===== config.mk =====
export PLATFORM = sky130hd
export DESIGN_NAME = key_repeat_timer_top
export DESIGN_NICKNAME = d
export VERILOG_FILES = /design/src/rtl/krt_pkg.sv /design/src/rtl/krt_div.sv /design/src/rtl/krt_out.sv /design/src/rtl/key_repeat_timer_top.sv
export SDC_FILE = /design/constraint.sdc
export NUM_CORES = 1
export LEC_CHECK = 0
export ABC_AREA = 1
export BUFFER_PORTS_ARGS = -buffer_cell sky130_fd_sc_hd__buf_2
export CAP_MARGIN = 20
export CORE_MARGIN = 10
export CORE_UTILIZATION = 57
export CTS_CLUSTER_SIZE = 20
export DETAILED_ROUTE_END_ITERATION = 16
export PLACE_DENSITY = 0.81
export SLEW_MARGIN = 0
export SYNTH_ARGS = -nofsm -noshare
export SYNTH_HDL_FRONTEND = slang
export SYNTH_SLANG_ARGS = --single-unit

===== constraint.sdc =====
create_clock -name clock -period 2.9 [get_ports clock]
set_input_delay 0.145 -clock clock [delete_from_list [all_inputs] [get_ports clock]]
set_output_delay 0.145 -clock clock [all_outputs]
set_load 0.03 [all_outputs]

===== src/rtl/krt_pkg.sv =====
// Shared widths, codes and types for the key repeat timer.
package krt_pkg;

   localparam int REQ_TYPE_BITS  = 2;
   localparam int TICK_PORT_BITS = 32;
   localparam int HOLD_BITS      = 17;
   localparam int INTERVAL_BITS  = 16;
   localparam int COUNT_BITS     = 4;
   localparam int RSP_DATA_BITS  = 8;
   localparam int CSR_INDEX_BITS = 1;

   localparam logic [REQ_TYPE_BITS-1:0] REQ_PRESS   = 2'd0;
   localparam logic [REQ_TYPE_BITS-1:0] REQ_RELEASE = 2'd1;
   localparam logic [REQ_TYPE_BITS-1:0] REQ_POLL    = 2'd2;

   localparam logic [CSR_INDEX_BITS-1:0] CSR_HOLD_TIME     = 1'b0;
   localparam logic [CSR_INDEX_BITS-1:0] CSR_INTERVAL_TIME = 1'b1;

   localparam logic [HOLD_BITS-1:0]     HOLD_RESET     = 17'd500;
   localparam logic [INTERVAL_BITS-1:0] INTERVAL_RESET = 16'd30;

   typedef struct packed {
      logic busy;
      logic done;
   } div_stat_type;

endpackage


===== src/rtl/krt_div.sv =====
// Bit-serial restoring divider, one quotient bit per cycle.
module krt_div #(
   parameter int DW = 31
) (
   input  logic                              clock,
   input  logic                              reset,
   input  logic                              start,
   input  logic [DW-1:0]                     dividend,
   input  logic [krt_pkg::INTERVAL_BITS-1:0] divisor,
   output logic [DW-1:0]                     quotient,
   output krt_pkg::div_stat_type             stat
);
   import krt_pkg::*;

   localparam int CW = $clog2(DW + 1);

   logic [INTERVAL_BITS-1:0] rem_ff, rem_in;
   logic [INTERVAL_BITS-1:0] dsr_ff, dsr_in;
   logic [DW-1:0]            quo_ff, quo_in;
   logic [CW-1:0]            cnt_ff, cnt_in;
   logic                     busy_ff, busy_in;
   logic                     done_ff, done_in;
   logic [INTERVAL_BITS:0]   trial;
   logic [INTERVAL_BITS+1:0] sub;
   logic                     ge;

   assign trial = {rem_ff, quo_ff[DW-1]};
   assign sub   = {1'b0, trial} - {2'b00, dsr_ff};
   assign ge    = ~sub[INTERVAL_BITS+1];

   always_comb begin
      rem_in  = rem_ff;
      dsr_in  = dsr_ff;
      quo_in  = quo_ff;
      cnt_in  = cnt_ff;
      busy_in = busy_ff;
      done_in = 1'b0;
      if (start) begin
         rem_in  = '0;
         dsr_in  = divisor;
         quo_in  = dividend;
         cnt_in  = CW'(DW);
         busy_in = 1'b1;
      end else if (busy_ff) begin
         rem_in = ge ? sub[INTERVAL_BITS-1:0] : trial[INTERVAL_BITS-1:0];
         quo_in = {quo_ff[DW-2:0], ge};
         cnt_in = cnt_ff - 1'b1;
         if (cnt_ff == CW'(1)) begin
            busy_in = 1'b0;
            done_in = 1'b1;
         end
      end
   end

   always_ff @(posedge clock) begin
      if (reset) begin
         busy_ff <= 1'b0;
         done_ff <= 1'b0;
         cnt_ff  <= '0;
      end else begin
         busy_ff <= busy_in;
         done_ff <= done_in;
         cnt_ff  <= cnt_in;
      end
      rem_ff <= rem_in;
      dsr_ff <= dsr_in;
      quo_ff <= quo_in;
   end

   assign quotient  = quo_ff;
   assign stat.busy = busy_ff;
   assign stat.done = done_ff;

endmodule


===== src/rtl/krt_out.sv =====
// Output register that holds a repeat count until the response transfer.
module krt_out (
   input  logic                               clock,
   input  logic                               reset,
   input  logic                               load,
   input  logic [krt_pkg::COUNT_BITS-1:0]     count,
   output logic                               free,
   output logic                               rsp_tvalid,
   input  logic                               rsp_tready,
   output logic [krt_pkg::RSP_DATA_BITS-1:0]  rsp_tdata
);
   import krt_pkg::*;

   logic                  valid_ff, valid_in;
   logic [COUNT_BITS-1:0] data_ff, data_in;

   assign free = ~valid_ff | rsp_tready;

   always_comb begin
      valid_in = valid_ff;
      data_in  = data_ff;
      if (valid_ff && rsp_tready) begin
         valid_in = 1'b0;
      end
      if (load) begin
         valid_in = 1'b1;
         data_in  = count;
      end
   end

   always_ff @(posedge clock) begin
      if (reset) begin
         valid_ff <= 1'b0;
      end else begin
         valid_ff <= valid_in;
      end
      data_ff <= data_in;
   end

   assign rsp_tvalid = valid_ff;
   assign rsp_tdata  = RSP_DATA_BITS'(data_ff);

endmodule


===== src/rtl/key_repeat_timer_top.sv =====
// Top level of the key repeat timer: request sequencer, state and configuration.
//
//   Channel  Direction  Payload
//   req      in         tdata: now_tick[31:0]; tuser: req_type[1:0]
//   rsp      out        tdata: repeat_count[3:0], zero filled to 8 bits
//   csr      in         csr_index selects hold_time (0) or interval_time (1)
//
// A press or release is done with its transfer. A poll with repeats active passes
// through ST_DIFF and ST_ELAP, which form the elapsed time, then the bit-serial
// divider runs; ST_DONE waits for it to finish and loads the count into the output register.
// A poll with repeats off goes from the transfer straight to ST_DONE, and one still
// inside the hold time skips the divider. Reset is synchronous and clears the held
// flag and the counters.
// A waiting response does not block requests; a poll only stalls at its end
// while the output register is still full.
module key_repeat_timer_top #(
   parameter int REPEAT_LIMIT = 10,
   parameter int TICK_BITS    = 32
) (
   input  logic                                clock,
   input  logic                                reset,
   input  logic                                req_tvalid,
   output logic                                req_tready,
   input  logic [krt_pkg::TICK_PORT_BITS-1:0]  req_tdata,   // now_tick[31:0]
   input  logic [krt_pkg::REQ_TYPE_BITS-1:0]   req_tuser,   // req_type[1:0]
   output logic                                rsp_tvalid,
   input  logic                                rsp_tready,
   output logic [krt_pkg::RSP_DATA_BITS-1:0]   rsp_tdata,   // repeat_count[3:0]
   input  logic                                csr_we,
   input  logic [krt_pkg::CSR_INDEX_BITS-1:0]  csr_index,
   input  logic [krt_pkg::HOLD_BITS-1:0]       csr_wdata
);
   import krt_pkg::*;

   localparam int DW = TICK_BITS - 1;
   localparam int EW = TICK_BITS + 2;

   localparam logic [1:0] ST_IDLE = 2'd0;
   localparam logic [1:0] ST_DIFF = 2'd1;
   localparam logic [1:0] ST_ELAP = 2'd2;
   localparam logic [1:0] ST_DONE = 2'd3;

   logic [1:0]               state_ff, state_in;
   logic [HOLD_BITS-1:0]     hold_ff, hold_in;
   logic [INTERVAL_BITS-1:0] interval_ff, interval_in;
   logic                     held_ff, held_in;
   logic [TICK_BITS-1:0]     press_ff, press_in;
   logic [DW-1:0]            rsf_ff, rsf_in;
   logic [TICK_BITS-1:0]     now_ff, now_in;
   logic [TICK_BITS-1:0]     diff_ff, diff_in;
   logic                     zero_ff, zero_in;
   logic                     wait_ff, wait_in;

   logic                     accept;
   logic                     disabled;
   logic [EW-1:0]            elapsed;
   logic                     div_start;
   logic [DW-1:0]            quotient;
   div_stat_type             div_stat;
   logic [DW:0]              ret;
   logic [DW:0]              capped;
   logic                     out_free;
   logic                     out_load;
   logic [COUNT_BITS-1:0]    out_count;

   assign req_tready = (state_ff == ST_IDLE);
   assign accept     = req_tvalid & req_tready;
   assign disabled   = ~held_ff | hold_ff[HOLD_BITS-1] | (interval_ff == '0);
   assign elapsed    = {{2{diff_ff[TICK_BITS-1]}}, diff_ff}
                       - EW'(hold_ff[HOLD_BITS-2:0]);

   assign ret = {1'b0, quotient} - {1'b0, rsf_ff};

   always_comb begin
      if (ret[DW]) begin
         capped = '0;
      end else if (ret > (DW+1)'(REPEAT_LIMIT)) begin
         capped = (DW+1)'(REPEAT_LIMIT);
      end else begin
         capped = ret;
      end
   end

   always_comb begin
      state_in    = state_ff;
      hold_in     = hold_ff;
      interval_in = interval_ff;
      held_in     = held_ff;
      press_in    = press_ff;
      rsf_in      = rsf_ff;
      now_in      = now_ff;
      diff_in     = diff_ff;
      zero_in     = zero_ff;
      wait_in     = wait_ff;
      div_start   = 1'b0;
      out_load    = 1'b0;
      out_count   = '0;

      if (csr_we) begin
         case (csr_index)
            CSR_HOLD_TIME:     hold_in     = csr_wdata;
            CSR_INTERVAL_TIME: interval_in = csr_wdata[INTERVAL_BITS-1:0];
            default:           ;
         endcase
      end

      case (state_ff)
         ST_IDLE: begin
            if (accept) begin
               case (req_tuser)
                  REQ_PRESS: begin
                     held_in  = 1'b1;
                     press_in = req_tdata[TICK_BITS-1:0];
                     rsf_in   = '0;
                  end
                  REQ_RELEASE: begin
                     held_in = 1'b0;
                  end
                  REQ_POLL: begin
                     now_in = req_tdata[TICK_BITS-1:0];
                     if (disabled) begin
                        zero_in  = 1'b1;
                        state_in = ST_DONE;
                     end else begin
                        zero_in  = 1'b0;
                        state_in = ST_DIFF;
                     end
                  end
                  default: ;
               endcase
            end
         end
         ST_DIFF: begin
            diff_in  = now_ff - press_ff;
            state_in = ST_ELAP;
         end
         ST_ELAP: begin
            if (elapsed[EW-1]) begin
               zero_in = 1'b1;
               wait_in = 1'b0;
            end else begin
               div_start = 1'b1;
               wait_in   = 1'b1;
            end
            state_in = ST_DONE;
         end
         ST_DONE: begin
            if (wait_ff) begin
               if (div_stat.done) begin
                  wait_in = 1'b0;
               end
            end else if (out_free) begin
               out_load = 1'b1;
               state_in = ST_IDLE;
               if (!zero_ff) begin
                  out_count = capped[COUNT_BITS-1:0];
                  rsf_in    = quotient;
               end
            end
         end
         default: state_in = ST_IDLE;
      endcase
   end

   always_ff @(posedge clock) begin
      if (reset) begin
         state_ff    <= ST_IDLE;
         hold_ff     <= HOLD_RESET;
         interval_ff <= INTERVAL_RESET;
         held_ff     <= 1'b0;
         press_ff    <= '0;
         rsf_ff      <= '0;
         zero_ff     <= 1'b0;
         wait_ff     <= 1'b0;
      end else begin
         state_ff    <= state_in;
         hold_ff     <= hold_in;
         interval_ff <= interval_in;
         held_ff     <= held_in;
         press_ff    <= press_in;
         rsf_ff      <= rsf_in;
         zero_ff     <= zero_in;
         wait_ff     <= wait_in;
      end
      now_ff  <= now_in;
      diff_ff <= diff_in;
   end

   krt_div #(
      .DW (DW)
   ) u_div (
      .clock    (clock),
      .reset    (reset),
      .start    (div_start),
      .dividend (elapsed[DW-1:0]),
      .divisor  (interval_ff),
      .quotient (quotient),
      .stat     (div_stat)
   );

   krt_out u_out (
      .clock      (clock),
      .reset      (reset),
      .load       (out_load),
      .count      (out_count),
      .free       (out_free),
      .rsp_tvalid (rsp_tvalid),
      .rsp_tready (rsp_tready),
      .rsp_tdata  (rsp_tdata)
   );

endmodule

**After elaboration in Yosys (flattened, before gate mapping)**

Index checks and enable logic that the tools add are counted.

- Bitwise operators: 11
- Add/sub/neg operators: 5
- Eq/ne operators: 13
- $lt $le $gt $ge: 1
- Reduce and logical (&&, ||, !) cells: 21
- Mux-type cells: 38

Operator list:

| operator | count |
|---|---|
| two-way mux 31 bit | 7 |
| case mux 31 bit (2 select lines) | 1 |
| subtractor 32 x 17 -> 33 bit | 1 |
| > comparator 32 x 4 -> 1 bit (second input constant) | 1 |
| subtractor 31 x 31 -> 32 bit | 1 |
| subtractor 32 bit | 1 |
| subtractor 17 x 16 -> 18 bit | 1 |
| two-way mux 1 bit | 17 |
| zero test 16 bit | 1 |
| two-way mux 16 bit | 1 |
| nonzero test 2 bit | 6 |
| two-way mux 2 bit | 5 |
| two-way mux 5 bit | 2 |
| AND reduction 3 bit | 3 |
| inequality test 2 bit (second input constant) | 4 |
| case mux 2 bit (4 select lines) | 1 |
| AND reduction 4 bit | 2 |
| NOT 1 bit | 7 |
| equality test 2 bit (second input constant) | 3 |
| inequality test 2 x 1 -> 1 bit (second input constant) | 3 |
| case mux 1 bit (2 select lines) | 3 |
| AND reduction 6 bit | 1 |
| OR reduction 6 bit | 1 |
| equality test 5 x 1 -> 1 bit (second input constant) | 1 |
| other kinds (10) | 15 |

- Word-level logic and storage cells: 108
- Input port bits: 57
- Register bits: 240
- Output and inout bits: 10

**Depth between registers and ports, before layout**

Gate-level depths: netlist of the first run.

- Depth in word-level cells: 7
- Mapped depth: 20
- Depth with buffers taken out: 20

**Hierarchy**

From an unflattened synthesis of the first run, not the netlist that was laid out.

- Cells, all modules: 2068
- Area, all modules: 15383.5 um2

Modules (own cells, without submodules):

| module | cells an instance | times used | area each (um2) |
|---|---|---|---|
| key_repeat_timer_top | 1547 | 1 | 11188.2 |
| krt_div | 507 | 1 | 3998.8 |
| krt_out | 14 | 1 | 196.4 |

**Worst setup path before layout of the first run**

OpenSTA, ideal clock, no wires.

- Kind: reg-to-reg
- Start point: register state_ff[0]
- End point: register now_ff[0] (enable)
- Stages on the path, launching flop included: 5
- Slack: 0.122 ns
- Arrival: 2.357 ns
- Setup time: 0.421 ns
- Path buffers: 0
- Required time: 2.479 ns
- Cells stage by stage: dfxtp_1 -> inv_1 -> ha_1 -> inv_1 -> nor2_1

- Cells in the longest elaborated chain, start to end: 3

Ends and longest elaborated chain:

| element | line | text |
|---|---|---|
| from (decl) | key_repeat_timer_top.sv:43 | `logic [1:0] state_ff, state_in;` |
| from (signal assigned) | key_repeat_timer_top.sv:176 | `state_ff <= state_in;` |
| zero test 2 bit * | key_repeat_timer_top.sv:66 | `assign req_tready = (state_ff == ST_IDLE);` |
| named net req_tready | key_repeat_timer_top.sv:23 | `output logic req_tready,` |
| AND 1 bit | key_repeat_timer_top.sv:67 | `assign accept = req_tvalid & req_tready;` |
| AND reduction 3 bit (no line) * | n/a |  |
| to (signal assigned) | key_repeat_timer_top.sv:185 | `now_ff <= now_in;` |
| to (decl) | key_repeat_timer_top.sv:49 | `logic [TICK_BITS-1:0] now_ff, now_in;` |

The timed path passes the listed nets; every way through them passes the cells marked *.
A chain may end at the register's enable or synchronous reset.

**Final worst setup path of the first run**

- Start point: register u_div.quo_ff[16], in the netlist u_div.quotient[16]
- End point: register u_out.data_ff[2] (data pin)

- Cells in the longest elaborated chain, start to end: 3

Ends and longest elaborated chain:

| element | line | text |
|---|---|---|
| from (decl) | krt_div.sv:19 | `logic [DW-1:0] quo_ff, quo_in;` |
| from (signal assigned) | krt_div.sv:67 | `quo_ff <= quo_in;` |
| subtractor 31 x 31 -> 32 bit * | key_repeat_timer_top.sv:72 | `assign ret = {1'b0, quotient} - {1'b0, rsf_ff};` |
| > comparator 32 x 4 -> 1 bit | key_repeat_timer_top.sv:77 | `end else if (ret > (DW+1)'(REPEAT_LIMIT)) begin` |
| OR reduction 6 bit (no line) * | n/a |  |
| to (signal assigned) | krt_out.sv:37 | `data_ff <= data_in;` |
| to (decl) | krt_out.sv:15 | `logic [COUNT_BITS-1:0] data_ff, data_in;` |

Every way passes the cells marked *; elsewhere a longest branch is shown, timed or not.

==> run summary, run 1 <==
status - finished, final reports clean
vias in the first global route - 13500
Max IR drop VDD - 0.0006329 V
Post-synth EDFFs - 115
max cap viols - 0
Crit path max-delay family - simple AND/OR/NAND/NOR gates
H-tree levels - 1
first-pass GRT wire length - 67630 um
CP Capture Type - register
Top Usage Layer GRT - met2
nets@finish - 2314
Syn Area/Cell - 7.494 um^2
final RePlAce weighted congestion - 0.9855
CP Max Fanout - 5
XOR/XNOR Fraction of Synth Area - 3.973%
Gate Count Post-Synth - 2030
reg-to-reg startpoint - u_div.quotient[16]$_DFFE_PP_
vias - 13879
M2 GR Usage - 43.44%
remaining global-route overflow - 0
largest net degree at the start of global routing - 62
post-route cell area - 17420 um^2
core area - 26130 um^2
pwr dens - 971.2 nW/um^2
DP Wirelength - 31210 um
initial antenna violation count - 2
Yosys reg bits - 240
critical path buffer and inverter count - 1
critical path's slowest cell - ha_2
critical path startpoint - u_div.quotient[16]$_DFFE_PP_
Cell Area, Placed - 15940 um^2
Tcrit/Tclk final - 95.43%
final hold violation count - 0
Least-Margin Pin Slew - 0.6965 ns
per-cell routed wire length - 16.62 um
ys flop type - dfxtp_1
cts bufs inserted - 27
drt pass-1 iters - 6
Compound-Gate Fraction of Synth Area - 15.15%
most used cell, CP - nand2_1
post-synthesis simple-gate area fraction - 22.99%
initial core utilization - 58.21%
Die Height - 183.4 um
Leak Pwr - 7.951 nW
clk_lat worst skew - 0.56 ns
total routed wirelength - 41760 um
crit path launch type - register
Synth Area in Adders - 8.751%
gr usage total - 24.44%
final core occ - 66.67%
min-delay src - rsp_tready
count of pins over their slew limit - 0
endpoints failing setup - 0
layout cells sized above 1 - 9.384%
Worst Hold Class - in -> reg
Reg clk slew, reported paths - 0.06 ns
# fillers - 2246
GR Layer Usage met3 - 3.083%
GR Layer Usage met1 - 29.77%
Root Buffer - clkbuf_16
Async SR Flop Fraction - 0%
multiplexer area fraction after synthesis - 0%
First DRT Iteration DRCs - 938
Die Wd - 183.4 um
TritonCTS clock tree - yes
Setup Crit Path Kind - reg -> reg
area grow syn2layout - 14.53%
CP peak stage delay - 0.46 ns
Syn. warnings - 0
skew final - 0.03057 ns
Arrival @ worst endpoint - 3.17 ns
synthesized cell area - 15210 um^2
CP required - 3.30 ns
Site Rows - 59
crit path cell chain - ha_2 -> nand2_1 -> nor2_2 -> inv_2 -> nor2_2 -> nand4_1 -> nand3_1 -> nand2_1 -> nand2_1 -> nand3_1 -> nor2_1 -> nand2_1 -> nor2_1 -> nand3_2 -> nor2_1
post-route ant nets - 0
fmax - 0.3613 GHz
full die area - 33620 um^2
main combinational cell family by area after synthesis - simple AND/OR/NAND/NOR gates
IO Pins - 67
slew margin rel. - 53.45%
DRC - 0
post-synthesis sequential area ratio - 39.15%
CTS max path bufs - 3
CTS Sinks - 240
Via density - 5.523
Yosys cell types - 53
port bufs - 62
post-layout min period - 2.768 ns
## per-layer routing
metal / wire (um) / share of wire [%]
met1: 17570 / 42
met2: 20380 / 49
met3: 2137 / 5.1
met4: 1670 / 4.0
met5: 0 / 0
## logic make-up (layout without fill, tap and decap cells)
kind of cell | Yosys count | in the layout
other cells | 1 | 8
flops | 240 | 240
compound gates | 411 | 411
xor+xnor | 69 | 69
simple gates | 820 | 820
fa+ha+maj | 104 | 104
buf+inv | 385 | 526
## worst min-delay path: stages
cell,delay [ns]
buf_2,0.08
inv_1,0.06
nand2_1,0.08
o21ai_0,0.08
nand2_1,0.06
inv_1,0.03
## cell usage in the layout, fill, tap and decap left out, drive strengths merged, types with 2 or more instances in the layout
cell,n
nand2,482
nand3b,9
a21oi,183
o211ai,23
clkbuf,38
or2,7
nand3,92
edfxtp,115
dlygate4sd3,50
a21boi,4
nor2,181
nor4,4
o21a,6
a31oi,15
conb,4
clkinv,13
a21o,12
nand4,22
xor2,47
and3,2
diode,4
o21ai,130
inv,333
ha,100
o21bai,2
fa,4
buf,90
xnor2,22
nor3,20
dfxtp,125
a211oi,31
## report_power, final
group	switching [W]	internal (W)
clock network	0.00141	0.00201
logic	0.00572	0.00291
registers	0.000429	0.00444
total	0.00756	0.00936
## sequential cells by signal, summed over array words and instances (netlist names), 2 cells and up
register	flops
diff_ff	32
u_div.cnt_ff	5
u_div.dsr_ff	16
rsf_ff	31
press_ff	32
u_div.rem_ff	16
u_out.data_ff	4
u_div.quotient	31
hold_ff	17
interval_ff	16
state_ff	2
now_ff	32
## timing repair
action | in CTS | in global routing
buffers inserted | 0 | 1
gates resized for setup | 0 | 22
endpoints found under the setup margin | 0 | 56
hold buffers | 50 | 0
endpoints found under the hold margin | 97 | 0
## synthesized netlist by cell type (all sizes together) (23+ instances only)
cell type / number / area share, %
nand3: 92 / 3.2
xor2: 47 / 2.7
nand2: 482 / 12
o21ai: 130 / 4.4
a21oi: 183 / 6.1
o211ai: 23 / 1.1
edfxtp: 115 / 23
ha: 100 / 8.2
dfxtp: 125 / 16
clkbuf: 31 / 0.76
nor2: 181 / 4.6
a211oi: 31 / 1.5
inv: 333 / 8.2
## metrics by stage
step                      total power (W)  setup slack, ns  hold WS, ns  TNS (ns)  std cells
final                             0.01692           0.1324      0.02895         0       2513
after global routing              0.01825         -0.01248      0.06153  -0.01685       2511
after CTS                         0.01676          0.02051      0.01136         0       2508
after detailed placement          0.01324          0.06153       0.3345         0       2408
after global placement            0.01316         -0.03304       0.3322  -0.06599       2408
after floorplan                   0.01102           0.1223       0.2439         0       2033
## cell type report
| cell class | count | area (um^2) | share of cell area (%) |
|---|---|---|---|
| well taps | 335 | 419.2 | 2.406 |
| clock buffers | 38 | 798.3 | 4.582 |
| inverters | 336 | 1266 | 7.268 |
| repair buffers | 140 | 1059 | 6.076 |
| flip-flops and latches | 240 | 5956 | 34.19 |
| diodes | 4 | 10.01 | 0.05745 |
| clock inverters | 12 | 100.1 | 0.5745 |
| multi-input cells | 1408 | 7814 | 44.85 |
## worst paths after layout
kind              depth (start not counted)                        endpoint  slack, ns
hold / removal                            6   u_out.rsp_tvalid$_SDFFE_PP0P_       0.03
setup / recovery                         15  u_out.data_ff[2]$_SDFFCE_PP0P_       0.13
hold reg to reg                           0      u_div.dsr_ff[12]$_DFFE_PP_       0.43
setup reg to reg                         15  u_out.data_ff[2]$_SDFFCE_PP0P_       0.13
(Power assumes the default switching activity.)
==> run 2: changes to the inputs <==
--- a/config.mk
+++ b/config.mk
@@ -5,14 +5,13 @@
 export SDC_FILE = /design/constraint.sdc
 export NUM_CORES = 1
 export LEC_CHECK = 0
-export ABC_AREA = 1
 export BUFFER_PORTS_ARGS = -buffer_cell sky130_fd_sc_hd__buf_2
 export CAP_MARGIN = 20
 export CORE_MARGIN = 10
-export CORE_UTILIZATION = 57
+export CORE_UTILIZATION = 56
 export CTS_CLUSTER_SIZE = 20
 export DETAILED_ROUTE_END_ITERATION = 16
-export PLACE_DENSITY = 0.81
+export PLACE_DENSITY = 0.8
 export SLEW_MARGIN = 0
 export SYNTH_ARGS = -nofsm -noshare
 export SYNTH_HDL_FRONTEND = slang
==> run summary, run 2 <==
Clock Power Share - 20.8% (was 20.2%)
layout cells sized above 1 - 27.88% (was 9.384%)
gr usage total - 27.25% (was 24.44%)
pwr dens - 876.6 nW/um^2 (was 971.2 nW/um^2)
Yosys reg bits - 240 (unchanged)
final RePlAce weighted congestion - 0.9300 (was 0.9855)
initial core utilization - 57.35% (was 58.21%)
count of pins over their slew limit - 0 (unchanged)
IO Pins - 67 (unchanged)
Via density - 6.478 (was 5.523)
crit path launch type - register (unchanged)
core area - 24530 um^2 (was 26130 um^2)
Largest regs - diff_ff x32, now_ff x32, press_ff x32 (unchanged)
post-synth top area share - 24.54% (was 22.70%)
per-cell routed wire length - 22.82 um (was 16.62 um)
endpoints failing setup - 97 (was 0)
worst hold path stage count - 4 (was 6)
first-pass GRT wire length - 71060 um (was 67630 um)
Max IR drop VDD - 0.0006139 V (was 0.0006329 V)
CP Max Fanout - 4 (was 5)
Placed Instances - 2150 (was 2408)
DP Wirelength - 27010 um (was 31210 um)
crit path cell chain - ha_4 -> a21o_1 -> a221o_1 -> a211o_1 -> a311oi_4 -> o21a_1 -> o22ai_2 -> buf_4 -> nor4_4 -> nand4b_1 -> nor4_2 -> nor2_1 (was ha_2 -> nand2_1 -> nor2_2 -> inv_2 -> nor2_2 -> nand4_1 -> nand3_1 -> nand2_1 -> nand2_1 -> nand3_1 -> nor2_1 -> nand2_1 -> nor2_1 -> nand3_2 -> nor2_1)
FF-to-FF path depth - 12 (was 15)
Synth area leaders - edfxtp_1 25%, dfxtp_1 18%, ha_1 8.9%, nand2_1 6.8%, a21oi_1 6.5% (was edfxtp_1 23%, dfxtp_1 16%, nand2_1 11%, ha_1 8.2%, inv_1 8.0%)
Site Rows - 57 (was 59)
Yosys cell types - 70 (was 53)
Reg clk slew, reported paths - 0.07 ns (was 0.06 ns)
largest net degree at the start of global routing - 73 (was 62)
First DRT Iteration DRCs - 2052 (was 938)
initial antenna violation count - 0 (was 2)
Syn Area/Cell - 8.659 um^2 (was 7.494 um^2)
Post-synth EDFFs - 115 (unchanged)
area grow syn2layout - 36.80% (was 14.53%)
switching power total - 0.006747 W (was 0.007557 W)
max cap viols - 0 (unchanged)
Cell Count, Final, Fillers Out - 2301 (was 2513)
ys flop type - dfxtp_1 (unchanged)
Die Height - 178.5 um (was 183.4 um)
leading cell types in the layout, fill and taps excluded - 227 x buf_4, 226 x nand2_1, 164 x a21oi_1 (was 462 x nand2_1, 323 x inv_1, 180 x a21oi_1)
Leak Pwr - 7.644 nW (was 7.951 nW)
reg-to-reg startpoint - u_div.quotient[8]$_DFFE_PP_ (was u_div.quotient[16]$_DFFE_PP_)
Tcrit/Tclk final - 123.6% (was 95.43%)
post-route ant nets - 0 (unchanged)
min-delay src - req_tvalid (was rsp_tready)
Arrival @ worst endpoint - 3.89 ns (was 3.17 ns)
vias - 14906 (was 13879)
nets@finish - 2117 (was 2314)
CTS Sinks - 240 (unchanged)
Setup Crit Path Kind - reg -> reg (unchanged)
CP peak stage delay - 0.46 ns (about the same)
most common cell after layout, fill and taps aside - buf_4 (was nand2_1)
cts bufs inserted - 26 (was 27)
port bufs - 62 (unchanged)
Worst Hold Class - in -> reg (unchanged)
clk_lat worst skew - 0.56 ns (about the same)
synthesized cell area - 14070 um^2 (was 15210 um^2)
Syn. warnings - 0 (unchanged)
post-layout min period - 3.584 ns (was 2.768 ns)
final hold violation count - 0 (unchanged)
Synth top cells by count - 254 x nand2_1, 184 x a21oi_1, 131 x inv_1, 125 x dfxtp_1, 115 x edfxtp_1 (was 463 x nand2_1, 325 x inv_1, 181 x a21oi_1, 175 x nor2_1, 125 x dfxtp_1)
cell with the most instances after synthesis - nand2_1 (unchanged)
slew margin rel. - 36.25% (was 53.45%)
critical path's slowest cell - edfxtp_1 (was ha_2)
CP Capture Type - register (unchanged)
vias in the first global route - 13920 (was 13500)
Net Sw Frac - 39.99% (was 44.66%)
status - finished with violations (was finished, final reports clean)
Async SR Flop Fraction - 0% (unchanged)
total routed wirelength - 52510 um (was 41760 um)
post-synthesis sequential area ratio - 42.33% (was 39.15%)
H-tree levels - 1 (unchanged)
Root Buffer - clkbuf_16 (unchanged)
CP required - 3.21 ns (was 3.30 ns)
Gate Count Post-Synth - 1625 (was 2030)
Seq pwr share - 27.9% (was 28.8%)
internal power - 0.01013 W (was 0.009363 W)
failing checks - setup timing
final setup margin - -0.6837 ns (was 0.1324 ns)
full die area - 31870 um^2 (was 33620 um^2)
drt pass-1 iters - 10 (was 6)
fmax - 0.2790 GHz (was 0.3613 GHz)
critical path startpoint - u_div.quotient[8]$_DFFE_PP_ (was u_div.quotient[16]$_DFFE_PP_)
area leader, netlist - edfxtp_1 (unchanged)
RSZ-0062 raised after global routing - true
CTS max path bufs - 3 (unchanged)
Comb power frac - 51.2% (was 51.0%)
DRC - 0 (unchanged)
skew final - 0.04087 ns (was 0.03057 ns)
post-route cell area - 19250 um^2 (was 17420 um^2)
Least-Margin Pin Slew - 0.9563 ns (was 0.6965 ns)
Die Wd - 178.5 um (was 183.4 um)
remaining global-route overflow - 0 (unchanged)
TritonCTS clock tree - yes (unchanged)
Cell Area, Placed - 16260 um^2 (was 15940 um^2)
run 2: power by group through the flow:
stage	clock, W	combinational (W)	sequential (W)
3_5_place_dp	0	0.00644	0.00468
6_report	0.00351	0.00865	0.00471
5_1_grt	0.00363	0.00915	0.00475
3_3_place_gp	0	0.00628	0.00465
2_1_floorplan	0	0.00408	0.00461
4_1_cts	0.00342	0.00751	0.00463
run 2: cell type report:
type                            count  area, um^2
Inverter                          132       508.0
Tap cell                          324       405.4
Antenna cell                        1       2.502
Fill cell                        1337        5284
Multi-Input combinational cell   1184        8366
Clock buffer                       38       767.0
Timing Repair Buffer              372        3120
Clock inverter                     10       122.6
Sequential cell                   240        5958
run 2: worst paths after layout:
check	end	slack (ns)
worst max-delay path	u_out.data_ff[1]$_SDFFCE_PP0P_	-0.68
worst min-delay path	held_ff$_SDFFE_PP0P_	0.12
worst max register to register	u_out.data_ff[1]$_SDFFCE_PP0P_	-0.68
worst min register to register	rsf_ff[26]$_SDFFE_PP0P_	0.45
run 2: kinds of logic after synthesis:
logic type | after synthesis | synth area share [%]
AOI/OAI and AO/OA | 434 | 18.73
xor gates and xnor gates | 78 | 4.855
adders and majority gates | 104 | 9.461
buffers and inverters | 204 | 5.549
DFF | 240 | 42.33
muxes | 16 | 1.156
other | 1 | 0.02665
and+or+nand+nor | 548 | 17.90
run 2: layer usage:
metal | global-route usage, % | share of wire, % | vias up
met1 | 33.06 | 36 | 6977
met3 | 4.228 | 10 | 356
met4 | 11.20 | 6.6 | 0
li1 | - | - | 6401
met2 | 47.28 | 47 | 1172
met5 | 0 | 0 | -
run 2: per-stage QoR:
stage | util [%] | hold slack [ns] | power (W) | TNS, ns | setup WS, ns
CTS | 75.91 | 0.01029 | 0.01556 | -10.36 | -0.5182
finish | 78.46 | 0.1167 | 0.01687 | -20.42 | -0.6837
global placement | 66.28 | 0.3350 | 0.01093 | -11.94 | -0.5767
detailed placement | 66.28 | 0.3374 | 0.01112 | -19.14 | -0.6134
global route | 78.45 | 0.1371 | 0.01753 | -27.05 | -0.7960
floorplan | - | 0.2439 | 0.008691 | -0.9480 | -0.3126
run 2: timing repair:
action	4_1_cts	5_1_grt
setup buffers	32	23
endpoints found under the hold margin	98	0
hold buffers	50	0
resized for setup	148	148
endpoints found under the setup margin	113	116
gates cloned	10	1
pin swaps	45	61
run 2: critical path: cells and delay by family (launching register included):
family          cells  cell delay, ns
compound gates      6            1.65
fa+ha+maj           1            0.25
buf+inv             1            0.16
flops               1            0.46
simple gates        4            0.79
